===== src/hdl/stq_pkg.sv =====
`default_nettype none
// ----------------------------------------------------------------------------
// Sorted timer queue package
// Command and result codes, control state encoding and the control word
// that the top level hands to every cell of the sorted deadline chain.
// ----------------------------------------------------------------------------
package stq_pkg;

   localparam logic [2:0] CMD_ALLOCATE = 3'd0;
   localparam logic [2:0] CMD_FREE     = 3'd1;
   localparam logic [2:0] CMD_BIND     = 3'd2;
   localparam logic [2:0] CMD_ARM      = 3'd3;
   localparam logic [2:0] CMD_TICK     = 3'd4;

   localparam logic [1:0] KIND_GRANTED   = 2'd0;
   localparam logic [1:0] KIND_NONE_FREE = 2'd1;
   localparam logic [1:0] KIND_EXPIRED   = 2'd2;

   // At most this many timers expire on one tick.
   localparam int unsigned RESULT_LIMIT = 32;
   localparam int unsigned COUNT_W      = 6;

   typedef enum logic [2:0] {
      ST_IDLE = 3'b001,
      ST_ARM  = 3'b010,
      ST_TICK = 3'b100
   } stq_state_type;

   typedef struct packed {
      logic insert;
      logic pop;
   } stq_ctrl_type;

endpackage
`default_nettype wire


===== src/hdl/stq_cell.sv =====
`default_nettype none
// ----------------------------------------------------------------------------
// Sorted timer queue cell
// One place of the sorted chain: holds a running timer's slot and deadline.
// On insert it keeps its entry, takes the new one or takes its left
// neighbor's; on pop it takes its right neighbor's.
// ----------------------------------------------------------------------------
module stq_cell #(
   parameter int unsigned SLOT_W = 5
) (
   input  wire                     clock,
   input  wire                     reset,
   input  wire stq_pkg::stq_ctrl_type ctrl,
   input  wire  [SLOT_W-1:0]       new_slot,
   input  wire  [31:0]             new_deadline,
   input  wire                     left_valid,
   input  wire  [SLOT_W-1:0]       left_slot,
   input  wire  [31:0]             left_deadline,
   input  wire                     left_ge,
   input  wire                     right_valid,
   input  wire  [SLOT_W-1:0]       right_slot,
   input  wire  [31:0]             right_deadline,
   output logic                    cell_valid,
   output logic [SLOT_W-1:0]       cell_slot,
   output logic [31:0]             cell_deadline,
   output logic                    cell_ge
);

   logic              valid_ff, valid_in;
   logic [SLOT_W-1:0] slot_ff, slot_in;
   logic [31:0]       deadline_ff, deadline_in;

   // The new timer belongs at or before this place; an empty place always qualifies.
   assign cell_ge       = !valid_ff || (new_deadline <= deadline_ff);
   assign cell_valid    = valid_ff;
   assign cell_slot     = slot_ff;
   assign cell_deadline = deadline_ff;

   always_comb begin
      valid_in    = valid_ff;
      slot_in     = slot_ff;
      deadline_in = deadline_ff;
      if (ctrl.pop) begin
         valid_in    = right_valid;
         slot_in     = right_slot;
         deadline_in = right_deadline;
      end else if (ctrl.insert && cell_ge) begin
         if (left_ge) begin
            valid_in    = left_valid;
            slot_in     = left_slot;
            deadline_in = left_deadline;
         end else begin
            valid_in    = 1'b1;
            slot_in     = new_slot;
            deadline_in = new_deadline;
         end
      end
   end

   always_ff @(posedge clock) begin
      if (reset) begin
         valid_ff <= 1'b0;
      end else begin
         valid_ff <= valid_in;
      end
      slot_ff     <= slot_in;
      deadline_ff <= deadline_in;
   end

endmodule
`default_nettype wire


===== config.mk =====
export PLATFORM = sky130hd
export DESIGN_NAME = stq_cell
export DESIGN_NICKNAME = d
export VERILOG_FILES = /design/src/hdl/stq_pkg.sv /design/src/hdl/stq_cell.sv
export SDC_FILE = /design/constraint.sdc
export NUM_CORES = 1
export LEC_CHECK = 0
export ABC_AREA = 1
export BUFFER_PORTS_ARGS = -buffer_cell sky130_fd_sc_hd__buf_2
export CORE_MARGIN = 5
export CORE_UTILIZATION = 45
export CTS_CLUSTER_DIAMETER = 30
export DETAILED_ROUTE_END_ITERATION = 10
export PLACE_DENSITY_LB_ADDON = 0.15
export SETUP_SLACK_MARGIN = 0.3
export SLEW_MARGIN = 30
export SYNTH_ARGS = -nofsm -noshare
export SYNTH_HDL_FRONTEND = slang
export SYNTH_SLANG_ARGS = --single-unit
export TNS_END_PERCENT = 30

===== constraint.sdc =====
create_clock -name clock -period 3.05 [get_ports clock]
set_input_delay 0.61 -clock clock [delete_from_list [all_inputs] [get_ports clock]]
set_output_delay 0.61 -clock clock [all_outputs]
set_load 0.02 [all_outputs]

# --- Word level (Yosys, flattened, before mapping) ---
# Cells that the tools add are included.
# Widths: inputs -> output; s select.
word_totals:
  ff_bits: 38
  input_bits: 118
  out_inout_bits: 39
classes:
  n_lt_le_gt_ge: 1
  mux: 9
  n_reduce_logical: 4
op_table:
  columns: ["op", "n"]
  rows:
  - ["$mux 32", 3]
  - ["$le 32x32->1", 1]
  - ["$mux 5", 3]
  - ["$mux 1", 3]
  - ["$reduce_bool 2->1", 1]
  - ["$logic_and 1x1->1", 1]
  - ["$logic_not 1->1", 1]
  - ["$logic_or 1x1->1", 1]

# --- Depth between registers and ports, before layout ---
# Gate-level depths: netlist of run 1.
depth:
  depth_word: 5
  depth_mapped: 17
  depth_no_buf: 17

# --- Worst setup path before layout of run 1 ---
# No wires, ideal clock.
synth_path:
  path_kind: "in2reg"
  startpoint: "input port new_deadline[19]"
  endpoint: "register deadline_ff[0], in the netlist cell_deadline[0] (enable)"
  arrival_ps: 2087
  t_required_ps: 2672
  setup_slack_ps: 585
  path_stages: 9
  n_path_buf: 0
  cell_sequence: "ha_1 -> a21o_1 -> o21ai_1 -> nand2_1 -> a21oi_1 -> nand2_1 -> nand2_2 -> nand2_2 -> nand2_2"
synth_via:
  elab_chain_cells: 4
synth_rtl:
  columns: ["item", "line_no", "source"]
  rows:
  - ["start: declaration", "stq_cell.sv:15", "input wire [31:0] new_deadline,"]
  - ["$le 32x32->1", "stq_cell.sv:34", "assign cell_ge = !valid_ff || (new_deadline <= deadline_ff);"]
  - ["$logic_or 1x1->1", "stq_cell.sv:34", null]
  - ["net cell_ge", "stq_cell.sv:26", "output logic cell_ge"]
  - ["$logic_and 1x1->1", "stq_cell.sv:47", "end else if (ctrl.insert && cell_ge) begin"]
  - ["$reduce_bool 2->1 (no source line)", null, null]
  - ["end signal: assignment", "stq_cell.sv:67", "deadline_ff <= deadline_in;"]
  - ["end: declaration", "stq_cell.sv:31", "logic [31:0] deadline_ff, deadline_in;"]
# The timed path passes the listed nets, and every way through them passes these cells.
# A chain may end at the register's enable or synchronous reset.

# --- Worst setup path in the final report of run 1 ---
layout_path:
  startpoint: "input port new_deadline[19]"
  endpoint: "output port cell_ge"
layout_via:
  elab_chain_cells: 2
layout_rtl:
  columns: ["item", "line_no"]
  rows:
  - ["$le 32x32->1", "stq_cell.sv:34"]
  - ["$logic_or 1x1->1", "stq_cell.sv:34"]
  - ["end: declaration", "stq_cell.sv:26"]
# No other way between the ends.

==> flow_results.xml, run 1 <==
<?xml version="1.0" encoding="UTF-8"?>
<metrics>
  <group name="outcome">
    <metric name="outcome" unit="">complete, no violations</metric>
  </group>
  <group name="layout">
    <metric name="nNetsFinal" unit="">657</metric>
    <metric name="layout_commonest_cell" unit="">sky130_fd_sc_hd__buf_2</metric>
    <metric name="layout.cells.non_filler" unit="">583</metric>
    <metric name="commonest_non_fill_non_tap_cells_in_the_layout" unit="">sky130_fd_sc_hd__buf_2 (156), sky130_fd_sc_hd__a21oi_1 (89), sky130_fd_sc_hd__nand2_1 (71), sky130_fd_sc_hd__nor2_1 (44), sky130_fd_sc_hd__inv_1 (41)</metric>
    <metric name="share_of_post_route_cells_with_drive_strength_above_1" unit="%">35.43</metric>
    <metric name="areaGrowthSynthToFinish" unit="%">33.02</metric>
    <metric name="num-fill-cells" unit="">580</metric>
    <metric name="antenna_cells" unit="">0</metric>
  </group>
  <group name="global_routing">
    <metric name="antenna_found_initial" unit="">0</metric>
    <metric name="globalRouteTotalUtil" unit="%">20.90</metric>
    <metric name="first_global_vias" unit="">2848</metric>
    <metric name="pin_count_of_the_biggest_net_entering_global_routing" unit="">40</metric>
    <metric name="gr_ovfl_total" unit="">0</metric>
    <metric name="grt_first_pass_wirelength" unit="um">12650</metric>
  </group>
  <group name="worst_setup_path">
    <metric name="critical_path.cell_chain" unit="">buf_2, ha_1, a21o_1, o21ai_1, nand2_1, a21oi_1, nand2_1, nand2_2, buf_2</metric>
    <metric name="worstPathArrival" unit="ns">1.90</metric>
    <metric name="ff2ff_setup_slack" unit="ns">0.93</metric>
    <metric name="path_max_fanout" unit="">2</metric>
    <metric name="crit_path_top_delay_cell" unit="">sky130_fd_sc_hd__ha_1</metric>
    <metric name="startpoint" unit="">new_deadline[19]</metric>
    <metric name="crit_start_category" unit="">input port</metric>
    <metric name="timing.rr.start" unit="">cell_deadline[19]</metric>
    <metric name="end_kind" unit="">primary output</metric>
    <metric name="r2r_cells" unit="">11</metric>
    <metric name="path_class" unit="">input port to primary output</metric>
    <metric name="critPathMaxStageDelay" unit="ns">0.29</metric>
    <metric name="timing.critical_path.required" unit="ns">2.44</metric>
  </group>
  <group name="drt">
    <metric name="postRouteAntennaNets" unit="">0</metric>
    <metric name="dr_total_vias" unit="">2895</metric>
    <metric name="wire_per_inst" unit="um">14.17</metric>
    <metric name="drt_first_iter_violations" unit="">135</metric>
    <metric name="wirelength" unit="um">8264</metric>
    <metric name="drc_errors" unit="">0</metric>
    <metric name="iteration_count_of_the_initial_detailed_routing_pass" unit="">4</metric>
    <metric name="route.detailed.vias_per_inst" unit="">4.966</metric>
  </group>
  <group name="pwr">
    <metric name="power.sequential.fraction" unit="%">44.2</metric>
    <metric name="vdd.ir_drop.worst" unit="V">0.0001897</metric>
    <metric name="pwr-share-comb" unit="%">31.7</metric>
    <metric name="p_clk_share" unit="%">24.2</metric>
    <metric name="pwr_density_cell" unit="nW/um2">403.8</metric>
    <metric name="switching_share" unit="%">32.57</metric>
    <metric name="cell_internal_pwr" unit="mW">1.010</metric>
    <metric name="static_leakage" unit="nW">1.982</metric>
    <metric name="power.switching" unit="uW">488.0</metric>
  </group>
  <group name="clocking">
    <metric name="clkTransAtPathRegs" unit="ns">0.08</metric>
    <metric name="h-tree-depth" unit="">2</metric>
    <metric name="cts-hold-fix-buffers" unit="">0</metric>
    <metric name="cts_sinks" unit="">38</metric>
    <metric name="number_of_buffers_added_by_the_clock_tree_synthesis_step" unit="">5</metric>
    <metric name="postCtsSetupBuffers" unit="">0</metric>
    <metric name="buffer_type_at_the_clock_tree_root" unit="">sky130_fd_sc_hd__clkbuf_8</metric>
    <metric name="clkLatencyLatePin" unit="ns">0.29</metric>
    <metric name="tritoncts_clock_tree" unit="">done</metric>
    <metric name="cts_max_path_buffers" unit="">2</metric>
    <metric name="cts.repair.resized" unit="">0</metric>
  </group>
  <group name="timing">
    <metric name="final_critical_path_setup_slack" unit="ns">0.5351</metric>
    <metric name="worstMarginPinSlew" unit="ns">0.7684</metric>
    <metric name="totalNegativeSetupSlack" unit="ns">0</metric>
    <metric name="report.final.setup_viol" unit="">0</metric>
    <metric name="timing.final.crit_period" unit="ns">2.515</metric>
    <metric name="max_freq" unit="MHz">397.6</metric>
    <metric name="unrepaired_setup_endpoints_after_global_routing" unit="">no</metric>
    <metric name="timing.final.hold_violations" unit="">0</metric>
    <metric name="final_cycle_share" unit="%">82.45</metric>
    <metric name="timing.final.max_slew_violations" unit="">0</metric>
    <metric name="max-slew-margin-rel" unit="%">48.77</metric>
    <metric name="final.setup_skew" unit="ns">0.01036</metric>
  </group>
  <group name="floorplanning">
    <metric name="starting_density_of_the_core" unit="%">46.55</metric>
    <metric name="rows" unit="">28</metric>
    <metric name="die_h" unit="um">88.73</metric>
    <metric name="pin_count" unit="">157</metric>
    <metric name="die_span_x" unit="um">88.73</metric>
    <metric name="core_area" unit="um2">5991</metric>
    <metric name="fp.dieArea" unit="um2">7872</metric>
  </group>
  <group name="synthesis">
    <metric name="synth.avg_cell_area" unit="um2">7.834</metric>
    <metric name="synth-warning-count" unit="">0</metric>
    <metric name="synthesis.nets" unit="">506</metric>
    <metric name="ys_top_cells_by_area" unit="">sky130_fd_sc_hd__edfxtp_1 (40%), sky130_fd_sc_hd__a21oi_1 (16%), sky130_fd_sc_hd__ha_1 (14%), sky130_fd_sc_hd__nand2_1 (9.6%), sky130_fd_sc_hd__nor2_1 (5.9%)</metric>
    <metric name="synth_top_cell_area_share" unit="%">39.84</metric>
    <metric name="ys_seq_area_share" unit="%">40.56</metric>
    <metric name="postSynthCellCount" unit="">356</metric>
    <metric name="synth_largest_area_cell" unit="">sky130_fd_sc_hd__edfxtp_1</metric>
    <metric name="yosysUniqueCellTypes" unit="">22</metric>
    <metric name="syn-cell-area" unit="um2">2789</metric>
    <metric name="synth_seq_cells" unit="">38</metric>
  </group>
  <group name="hold_path">
    <metric name="whs_path_depth" unit="">4</metric>
    <metric name="min_path_type" unit="">input port to flop</metric>
    <metric name="min-delay-start" unit="">reset</metric>
  </group>
  <group name="placement">
    <metric name="io_buffers" unit="">156</metric>
    <metric name="gpl.final_weighted_congestion" unit="">0.7513</metric>
    <metric name="placed_cells" unit="">575</metric>
    <metric name="detailedPlacementHpwl" unit="um">6285</metric>
    <metric name="dp_slack" unit="ns">0.5173</metric>
  </group>
  <group name="job">
    <metric name="max_cap_viol_count" unit="">0</metric>
  </group>
</metrics>
==> synth_stat cells (all sizes together) <==
| cell | count |
|---|---|
| a21o | 3 |
| a21oi | 90 |
| buf | 11 |
| clkbuf | 5 |
| dfxtp | 1 |
| edfxtp | 37 |
| ha | 32 |
| inv | 45 |
| nand2 | 74 |
| nand3 | 1 |
| nand3b | 1 |
| nand4 | 2 |
| nor2 | 49 |
| o21a | 2 |
| o21ai | 3 |
==> cells by family after synthesis <==
group | share of synthesized area, %
buf+inv | 8.748
fa+ha+maj | 14.36
flops | 40.56
compound gates | 18.17
simple gates | 18.17
==> final cells by class <==
type / count / area, um2 / area share (%)
Sequential cell: 38 / 1131 / 30.49
Inverter: 45 / 168.9 / 4.553
Timing Repair Buffer: 160 / 810.8 / 21.85
Clock inverter: 1 / 5.005 / 0.1349
Tap cell: 75 / 93.84 / 2.530
Multi-Input combinational cell: 257 / 1414 / 38.11
Clock buffer: 7 / 86.33 / 2.327
==> stage by stage <==
stage | util, % | total power, mW | hold WS, ns | area (um2)
floorplan | - | 0.9587 | 0.6496 | 2789
global placement | 60.40 | 1.136 | 0.5768 | 3618
detailed placement | 60.40 | 1.150 | 0.5840 | 3618
CTS | 61.93 | 1.516 | 0.5542 | 3710
global route | 61.93 | 1.599 | 0.5731 | 3710
finish | 61.93 | 1.498 | 0.5644 | 3710
==> power groups by stage <==
stage	registers (mW)	logic, mW	clock network (mW)
5_1_grt	0.667	0.535	0.397
4_1_cts	0.662	0.480	0.374
3_5_place_dp	0.673	0.477	0
6_report	0.661	0.474	0.362
2_1_floorplan	0.739	0.220	0
3_3_place_gp	0.671	0.465	0
==> path summary, 6_finish.rpt <==
path | end
min | cell_valid
max reg2reg | cell_slot[3]
max | cell_ge
min reg2reg | cell_valid
==> metal layers <==
layer	vias to the layer above	part of all wire [%]	GRT usage [%]
met5	-	0	0
met4	0	1.1	5.082
met3	9	9.6	6.425
met2	109	50	37.79
met1	1289	39	23.94
li1	1488	-	-
==> registers in the layout (all words and copies together) (netlist names) <==
name           cells
cell_valid         1
cell_slot          5
cell_deadline     32
==> worst max-delay path, delay by kind of cell <==
family | cells | cell delay (ns)
AO/OA/AOI/OAI | 3 | 0.49
buffers and inverters | 2 | 0.28
adder cells (fa/ha/maj) | 1 | 0.29
AND/OR/NAND/NOR | 3 | 0.24
Power figures use the tool's default switching activity.
==> inputs of run 2 (changes only) <==
==> constraint.sdc (replaced) <==
create_clock -name clock -period 2.5 [get_ports clock]
set_input_delay 0.5 -clock clock [delete_from_list [all_inputs] [get_ports clock]]
set_output_delay 0.5 -clock clock [all_outputs]
set_load 0.02 [all_outputs]
==> run 2 against run 1 <==
Worst hold slack worse by 0.11 ns. Final cell count is 2.7% higher. Register-to-register slack worse by 0.64 ns. Combinational power rose by 47%. Clock power up 10%. Highest routed layer unchanged. Flip-flop and latch count did not move.
==> flow_results.xml, run 2 (synthesis gave the netlist of run 1 again) <==
<?xml version="1.0" encoding="UTF-8"?>
<metrics>
  <group name="outcome">
    <metric name="outcome" unit="">complete, no violations</metric>
  </group>
  <group name="worst_setup_path">
    <metric name="crit_start_category" unit="">flop</metric>
    <metric name="timing.critical_path.required" unit="ns">2.00</metric>
    <metric name="path_class" unit="">flop to primary output</metric>
    <metric name="end_kind" unit="">primary output</metric>
    <metric name="ff2ff_setup_slack" unit="ns">0.29</metric>
    <metric name="critical_path.reg2reg.endpoint" unit="">cell_deadline[19]</metric>
    <metric name="timing.rr.start" unit="">cell_deadline[1]</metric>
    <metric name="r2r_cells" unit="">18</metric>
    <metric name="path_max_fanout" unit="">2</metric>
    <metric name="worstPathArrival" unit="ns">1.77</metric>
  </group>
  <group name="clocking">
    <metric name="tritoncts_clock_tree" unit="">done</metric>
    <metric name="cts_max_path_buffers" unit="">2</metric>
    <metric name="cts_sinks" unit="">38</metric>
    <metric name="clkTransAtPathRegs" unit="ns">0.07</metric>
    <metric name="number_of_buffers_added_by_the_clock_tree_synthesis_step" unit="">5</metric>
    <metric name="h-tree-depth" unit="">2</metric>
    <metric name="clkLatencyLatePin" unit="ns">0.29</metric>
    <metric name="buffer_type_at_the_clock_tree_root" unit="">sky130_fd_sc_hd__clkbuf_8</metric>
  </group>
  <group name="drt">
    <metric name="drt_first_iter_violations" unit="">97</metric>
    <metric name="iteration_count_of_the_initial_detailed_routing_pass" unit="">5</metric>
    <metric name="drc_errors" unit="">0</metric>
    <metric name="postRouteAntennaNets" unit="">0</metric>
    <metric name="wire_per_inst" unit="um">14.34</metric>
    <metric name="wirelength" unit="um">8592</metric>
    <metric name="dr_total_vias" unit="">3052</metric>
    <metric name="route.detailed.vias_per_inst" unit="">5.095</metric>
  </group>
  <group name="pwr">
    <metric name="pwr_density_cell" unit="nW/um2">466.7</metric>
    <metric name="vdd.ir_drop.worst" unit="V">0.0002711</metric>
    <metric name="static_leakage" unit="nW">2.089</metric>
  </group>
  <group name="timing">
    <metric name="timing.final.crit_period" unit="ns">2.269</metric>
    <metric name="max_freq" unit="MHz">440.7</metric>
    <metric name="holdWs" unit="ns">0.4496</metric>
    <metric name="max-slew-margin-rel" unit="%">47.48</metric>
    <metric name="timing.final.hold_violations" unit="">0</metric>
    <metric name="totalNegativeSetupSlack" unit="ns">0</metric>
    <metric name="report.final.setup_viol" unit="">0</metric>
    <metric name="unrepaired_setup_endpoints_after_global_routing" unit="">yes</metric>
    <metric name="timing.final.max_slew_violations" unit="">0</metric>
    <metric name="final_cycle_share" unit="%">90.76</metric>
    <metric name="worstMarginPinSlew" unit="ns">0.7877</metric>
    <metric name="final.setup_skew" unit="ns">0.004437</metric>
  </group>
  <group name="floorplanning">
    <metric name="die_h" unit="um">88.73</metric>
    <metric name="rows" unit="">28</metric>
    <metric name="pin_count" unit="">157</metric>
    <metric name="die_span_x" unit="um">88.73</metric>
    <metric name="core_area" unit="um2">5991</metric>
    <metric name="fp.dieArea" unit="um2">7872</metric>
    <metric name="starting_density_of_the_core" unit="%">46.55</metric>
  </group>
  <group name="layout">
    <metric name="layout_commonest_cell" unit="">sky130_fd_sc_hd__buf_2</metric>
    <metric name="commonest_non_fill_non_tap_cells_in_the_layout" unit="">sky130_fd_sc_hd__buf_2 (155), sky130_fd_sc_hd__a21oi_1 (84), sky130_fd_sc_hd__nand2_1 (66), sky130_fd_sc_hd__nor2_1 (43), sky130_fd_sc_hd__edfxtp_1 (37)</metric>
    <metric name="share_of_post_route_cells_with_drive_strength_above_1" unit="%">42.56</metric>
    <metric name="largest_reg_flops" unit="">32</metric>
    <metric name="nNetsFinal" unit="">673</metric>
    <metric name="areaGrowthSynthToFinish" unit="%">46.39</metric>
    <metric name="antenna_cells" unit="">0</metric>
    <metric name="final_core_util" unit="%">68.15</metric>
  </group>
  <group name="hold_path">
    <metric name="whs_path_depth" unit="">4</metric>
    <metric name="min_path_type" unit="">input port to flop</metric>
    <metric name="min_delay_worst_endpoint" unit="">cell_valid</metric>
    <metric name="min-delay-start" unit="">reset</metric>
  </group>
  <group name="global_routing">
    <metric name="first_global_vias" unit="">2868</metric>
    <metric name="gr_ovfl_total" unit="">0</metric>
    <metric name="pin_count_of_the_biggest_net_entering_global_routing" unit="">39</metric>
    <metric name="antenna_found_initial" unit="">0</metric>
    <metric name="globalRouteTotalUtil" unit="%">20.84</metric>
    <metric name="grt_first_pass_wirelength" unit="um">12620</metric>
  </group>
  <group name="placement">
    <metric name="detailedPlacementHpwl" unit="um">6349</metric>
    <metric name="gpl.final_weighted_congestion" unit="">0.7639</metric>
    <metric name="io_buffers" unit="">156</metric>
  </group>
  <group name="job">
    <metric name="max_cap_viol_count" unit="">0</metric>
  </group>
</metrics>
run 2: power by group:
group | leakage (nW) | total (mW) | internal, mW | switching [mW]
logic | 1.67 | 0.695 | 0.303 | 0.392
registers | 0.379 | 0.810 | 0.779 | 0.0310
clock network | 0.0426 | 0.400 | 0.192 | 0.209
total | 2.09 | 1.91 | 1.27 | 0.631
run 2: stage by stage:
stage / area, um2 / std cells / setup slack (ns) / power, mW
2_1_floorplan: 2794 / 356 / 0.3464 / 1.170
3_3_place_gp: 3649 / 575 / 0.2074 / 1.394
3_5_place_dp: 3649 / 575 / 0.1809 / 1.413
4_1_cts: 3785 / 585 / 0.2172 / 1.833
5_1_grt: 4083 / 599 / 0.09573 / 2.031
6_report: 4083 / 599 / 0.2310 / 1.905
run 2: repair_timing:
action | CTS | global route
pin swaps | 6 | 15
endpoints found under the setup margin | 1 | 35
gates cloned | 0 | 3
resized for setup | 9 | 26
setup buffers | 2 | 11
hold buffers | 0 | 0
run 2: routing by layer:
layer | up-vias | GRT usage (%) | part of all wire [%]
met5 | - | 0 | 0
met4 | 0 | 5.357 | 1.1
met3 | 10 | 7.169 | 11
met2 | 136 | 36.71 | 50
met1 | 1382 | 24.11 | 38
li1 | 1524 | - | -
run 2: worst max path at each step:
stage,from,endpoint,slack [ns],depth (start not counted)
floorplan,new_deadline[19],cell_deadline[0],0.35,9
global route,cell_deadline[23],cell_ge,0.1,10
CTS,cell_deadline[21],cell_ge,0.22,10
detailed placement,new_deadline[19],cell_deadline[21],0.18,11
global placement,new_deadline[19],cell_deadline[21],0.21,11
finish,cell_deadline[1],cell_ge,0.23,14
run 2: layout make-up:
class	instances	area, um2
clock inverter	2	8.758
tap	75	93.84
multi-input combinational	258	1618
fill	527	1908
inverter	45	168.9
clock buffer	6	72.57
timing repair buffer	175	989.7
sequential	38	1131
run 2: worst max-delay path, stage by stage (launching register included):
cell and delay (ns):
sky130_fd_sc_hd__edfxtp_1 0.42, sky130_fd_sc_hd__inv_1 0.09, sky130_fd_sc_hd__ha_1 0.24, sky130_fd_sc_hd__nand2_1 0.08, sky130_fd_sc_hd__nand2_1 0.05, sky130_fd_sc_hd__nand2_1 0.06
sky130_fd_sc_hd__nand2_1 0.05, sky130_fd_sc_hd__nand2_1 0.06, sky130_fd_sc_hd__nand2_1 0.05, sky130_fd_sc_hd__nand2_1 0.05, sky130_fd_sc_hd__nand2_1 0.04, sky130_fd_sc_hd__nand2_1 0.05
sky130_fd_sc_hd__nand2_1 0.06, sky130_fd_sc_hd__nand2_2 0.07, sky130_fd_sc_hd__buf_6 0.12
==> inputs of run 3 (changes only) <==
--- a/config.mk
+++ b/config.mk
@@ -7,7 +7,7 @@
 export LEC_CHECK = 0
 export ABC_AREA = 1
 export BUFFER_PORTS_ARGS = -buffer_cell sky130_fd_sc_hd__buf_2
-export CORE_MARGIN = 5
+export CORE_MARGIN = 2
 export CORE_UTILIZATION = 45
 export CTS_CLUSTER_DIAMETER = 30
 export DETAILED_ROUTE_END_ITERATION = 10
==> run 3 against run 2 <==
First-iteration DRC count grew 27%. Flip-flop and latch count is the same. Sequential share of layout area grew 1.4 points. Worst hold slack lost 0.0013 ns. Clock skew grew 0.0034 ns. Clock power grew 1%. Core utilization shrank 2.9 points. Register-to-register slack gained 0.26 ns. Clock-buffer cell count shrank 1. Critical path depth shrank 4. Critical path type unchanged. Critical endpoint unchanged.
==> flow_results.xml, run 3 (synthesis gave the netlist of run 1 again) <==
<?xml version="1.0" encoding="UTF-8"?>
<metrics>
  <group name="timing">
    <metric name="holdWs" unit="ns">0.4482</metric>
    <metric name="max_freq" unit="MHz">440.5</metric>
    <metric name="worstMarginPinSlew" unit="ns">0.7783</metric>
    <metric name="unrepaired_setup_endpoints_after_global_routing" unit="">yes</metric>
    <metric name="timing.final.hold_violations" unit="">0</metric>
    <metric name="totalNegativeSetupSlack" unit="ns">0</metric>
    <metric name="timing.final.max_slew_violations" unit="">0</metric>
    <metric name="final_cycle_share" unit="%">90.82</metric>
    <metric name="timing.final.crit_period" unit="ns">2.270</metric>
    <metric name="report.final.setup_viol" unit="">0</metric>
    <metric name="final.setup_skew" unit="ns">0.007800</metric>
    <metric name="max-slew-margin-rel" unit="%">48.11</metric>
  </group>
  <group name="drt">
    <metric name="drc_errors" unit="">0</metric>
    <metric name="postRouteAntennaNets" unit="">0</metric>
    <metric name="wire_per_inst" unit="um">13.31</metric>
    <metric name="wirelength" unit="um">7812</metric>
    <metric name="dr_total_vias" unit="">2944</metric>
    <metric name="drt_first_iter_violations" unit="">123</metric>
    <metric name="iteration_count_of_the_initial_detailed_routing_pass" unit="">4</metric>
    <metric name="route.detailed.vias_per_inst" unit="">5.015</metric>
  </group>
  <group name="clocking">
    <metric name="tritoncts_clock_tree" unit="">done</metric>
    <metric name="number_of_buffers_added_by_the_clock_tree_synthesis_step" unit="">5</metric>
    <metric name="cts_max_path_buffers" unit="">2</metric>
    <metric name="buffer_type_at_the_clock_tree_root" unit="">sky130_fd_sc_hd__clkbuf_8</metric>
    <metric name="cts-hold-fix-buffers" unit="">0</metric>
    <metric name="cts_sinks" unit="">38</metric>
    <metric name="clkLatencyLatePin" unit="ns">0.29</metric>
    <metric name="h-tree-depth" unit="">2</metric>
    <metric name="clkTransAtPathRegs" unit="ns">0.08</metric>
  </group>
  <group name="layout">
    <metric name="antenna_cells" unit="">0</metric>
    <metric name="largest_reg_flops" unit="">32</metric>
    <metric name="areaGrowthSynthToFinish" unit="%">39.43</metric>
    <metric name="final_core_util" unit="%">65.29</metric>
    <metric name="register_area" unit="um2">1131</metric>
    <metric name="commonest_non_fill_non_tap_cells_in_the_layout" unit="">sky130_fd_sc_hd__buf_2 (155), sky130_fd_sc_hd__a21oi_1 (84), sky130_fd_sc_hd__nand2_1 (66), sky130_fd_sc_hd__nor2_1 (44), sky130_fd_sc_hd__edfxtp_1 (37)</metric>
    <metric name="num-fill-cells" unit="">550</metric>
    <metric name="share_of_post_route_cells_with_drive_strength_above_1" unit="%">39.84</metric>
    <metric name="nNetsFinal" unit="">661</metric>
    <metric name="footprint_of_the_multi_input_gates" unit="um2">1543</metric>
    <metric name="layout_commonest_cell" unit="">sky130_fd_sc_hd__buf_2</metric>
  </group>
  <group name="placement">
    <metric name="io_buffers" unit="">156</metric>
    <metric name="detailedPlacementHpwl" unit="um">5784</metric>
    <metric name="gpl.final_weighted_congestion" unit="">0.7567</metric>
  </group>
  <group name="pwr">
    <metric name="cell_internal_pwr" unit="mW">1.236</metric>
    <metric name="power.switching" unit="uW">616.8</metric>
    <metric name="pwr_density_cell" unit="nW/um2">476.5</metric>
    <metric name="p_clk_share" unit="%">21.8</metric>
    <metric name="power.sequential.fraction" unit="%">43.5</metric>
    <metric name="switching_share" unit="%">33.28</metric>
    <metric name="pwr-share-comb" unit="%">34.7</metric>
    <metric name="static_leakage" unit="nW">2.011</metric>
    <metric name="vdd.ir_drop.worst" unit="V">0.0003016</metric>
  </group>
  <group name="floorplanning">
    <metric name="fp.dieArea" unit="um2">6843</metric>
    <metric name="rows" unit="">28</metric>
    <metric name="pin_count" unit="">157</metric>
    <metric name="starting_density_of_the_core" unit="%">46.83</metric>
    <metric name="core_area" unit="um2">5956</metric>
    <metric name="die_h" unit="um">82.73</metric>
    <metric name="die_span_x" unit="um">82.73</metric>
  </group>
  <group name="worst_setup_path">
    <metric name="critical_path.reg2reg.endpoint" unit="">cell_deadline[31]</metric>
    <metric name="timing.critical_path.required" unit="ns">2.00</metric>
    <metric name="path_max_fanout" unit="">2</metric>
    <metric name="crit_start_category" unit="">flop</metric>
    <metric name="critPathMaxStageDelay" unit="ns">0.37</metric>
    <metric name="worstPathArrival" unit="ns">1.77</metric>
    <metric name="critical_path.cell_chain" unit="">inv_2, ha_4, nand2_2, nor2_2, nand4_1, nor2_2, nand2_1, nand2_1, nand2_2, buf_6</metric>
    <metric name="crit_path_top_delay_cell" unit="">sky130_fd_sc_hd__edfxtp_1</metric>
    <metric name="path_class" unit="">flop to primary output</metric>
    <metric name="timing.rr.start" unit="">cell_deadline[9]</metric>
    <metric name="end_kind" unit="">primary output</metric>
    <metric name="ff2ff_setup_slack" unit="ns">0.55</metric>
    <metric name="r2r_cells" unit="">14</metric>
  </group>
  <group name="global_routing">
    <metric name="globalRouteTotalUtil" unit="%">22.62</metric>
    <metric name="grt_first_pass_wirelength" unit="um">11590</metric>
    <metric name="first_global_vias" unit="">2661</metric>
    <metric name="pin_count_of_the_biggest_net_entering_global_routing" unit="">40</metric>
    <metric name="antenna_found_initial" unit="">0</metric>
    <metric name="gr_ovfl_total" unit="">0</metric>
  </group>
  <group name="outcome">
    <metric name="outcome" unit="">complete, no violations</metric>
  </group>
  <group name="hold_path">
    <metric name="min_path_type" unit="">input port to flop</metric>
    <metric name="whs_path_depth" unit="">4</metric>
    <metric name="min-delay-start" unit="">reset</metric>
    <metric name="min_delay_worst_endpoint" unit="">cell_valid</metric>
  </group>
  <group name="job">
    <metric name="max_cap_viol_count" unit="">0</metric>
  </group>
</metrics>
-- run 3: cell count changes in the layout (fill, tap and decap cells not counted), moves of 2 or more --
cell	change
sky130_fd_sc_hd__clkbuf_16	-2
sky130_fd_sc_hd__clkinv_1	+2
sky130_fd_sc_hd__ha_4	-3
sky130_fd_sc_hd__ha_1	+3
sky130_fd_sc_hd__nand2_4	-2
sky130_fd_sc_hd__buf_4	-9
sky130_fd_sc_hd__nand2_2	+2
-- run 3: power groups by stage --
stage	registers, mW	logic [mW]	clock network (mW)
after floorplan	0.901	0.270	0
after global placement	0.817	0.574	0
after detailed placement	0.819	0.588	0
after CTS	0.806	0.614	0.413
after global routing	0.813	0.724	0.438
final	0.806	0.643	0.404
-- run 3: layer usage --
layer / share of wire, % / GRT usage (%) / vias up
met5: 0 / 0 / -
li1: - / - / 1497
met3: 8.5 / 6.630 / 4
met2: 49 / 40.40 / 122
met1: 41 / 26.21 / 1321
met4: 0.83 / 6.393 / 0
-- run 3: layout make-up --
type / count / share of cell area [%]
multi-input cells: 257 / 39.67
repair buffers: 164 / 22.43
clock inverters: 3 / 0.2896
clock buffers: 5 / 1.770
inverters: 45 / 4.344
well taps: 75 / 2.413
flip-flops and latches: 38 / 29.09
-- run 3: what timing repair did --
| item | CTS | global route |
|---|---|---|
| gates resized for setup | 11 | 15 |
| setup buffers | 2 | 2 |
| pin swaps | 6 | 17 |
| endpoints found under the setup margin | 1 | 1 |
-- run 3: worst max-delay path by stage --
stage	startpoint	end	slack [ns]
6_report	cell_deadline[21]	cell_ge	0.23
5_1_grt	cell_deadline[22]	cell_ge	0.12
4_1_cts	cell_deadline[9]	cell_ge	0.22
3_5_place_dp	new_deadline[11]	cell_ge	0.22
3_3_place_gp	new_deadline[15]	cell_ge	0.22
2_1_floorplan	new_deadline[19]	cell_deadline[0]	0.35
-- run 3: stage by stage --
stage                     cell area, um2  worst slack (ns)  total power, mW  std cells
after floorplan                     2794            0.3464            1.170        356
after detailed placement            3649            0.2178            1.408        575
after CTS                           3800            0.2248            1.833        585
after global routing                3889            0.1203            1.976        587
after global placement              3649            0.2208            1.391        575
final                               3889            0.2296            1.853        587
-- run 3: worst max-delay path, delay by kind of cell, from the launching register on --
kind                       cells  cell delay [ns]
and+or+nand+nor                7             0.64
buffers and inverters          2             0.19
adders and majority gates      1             0.27
DFF                            1             0.37
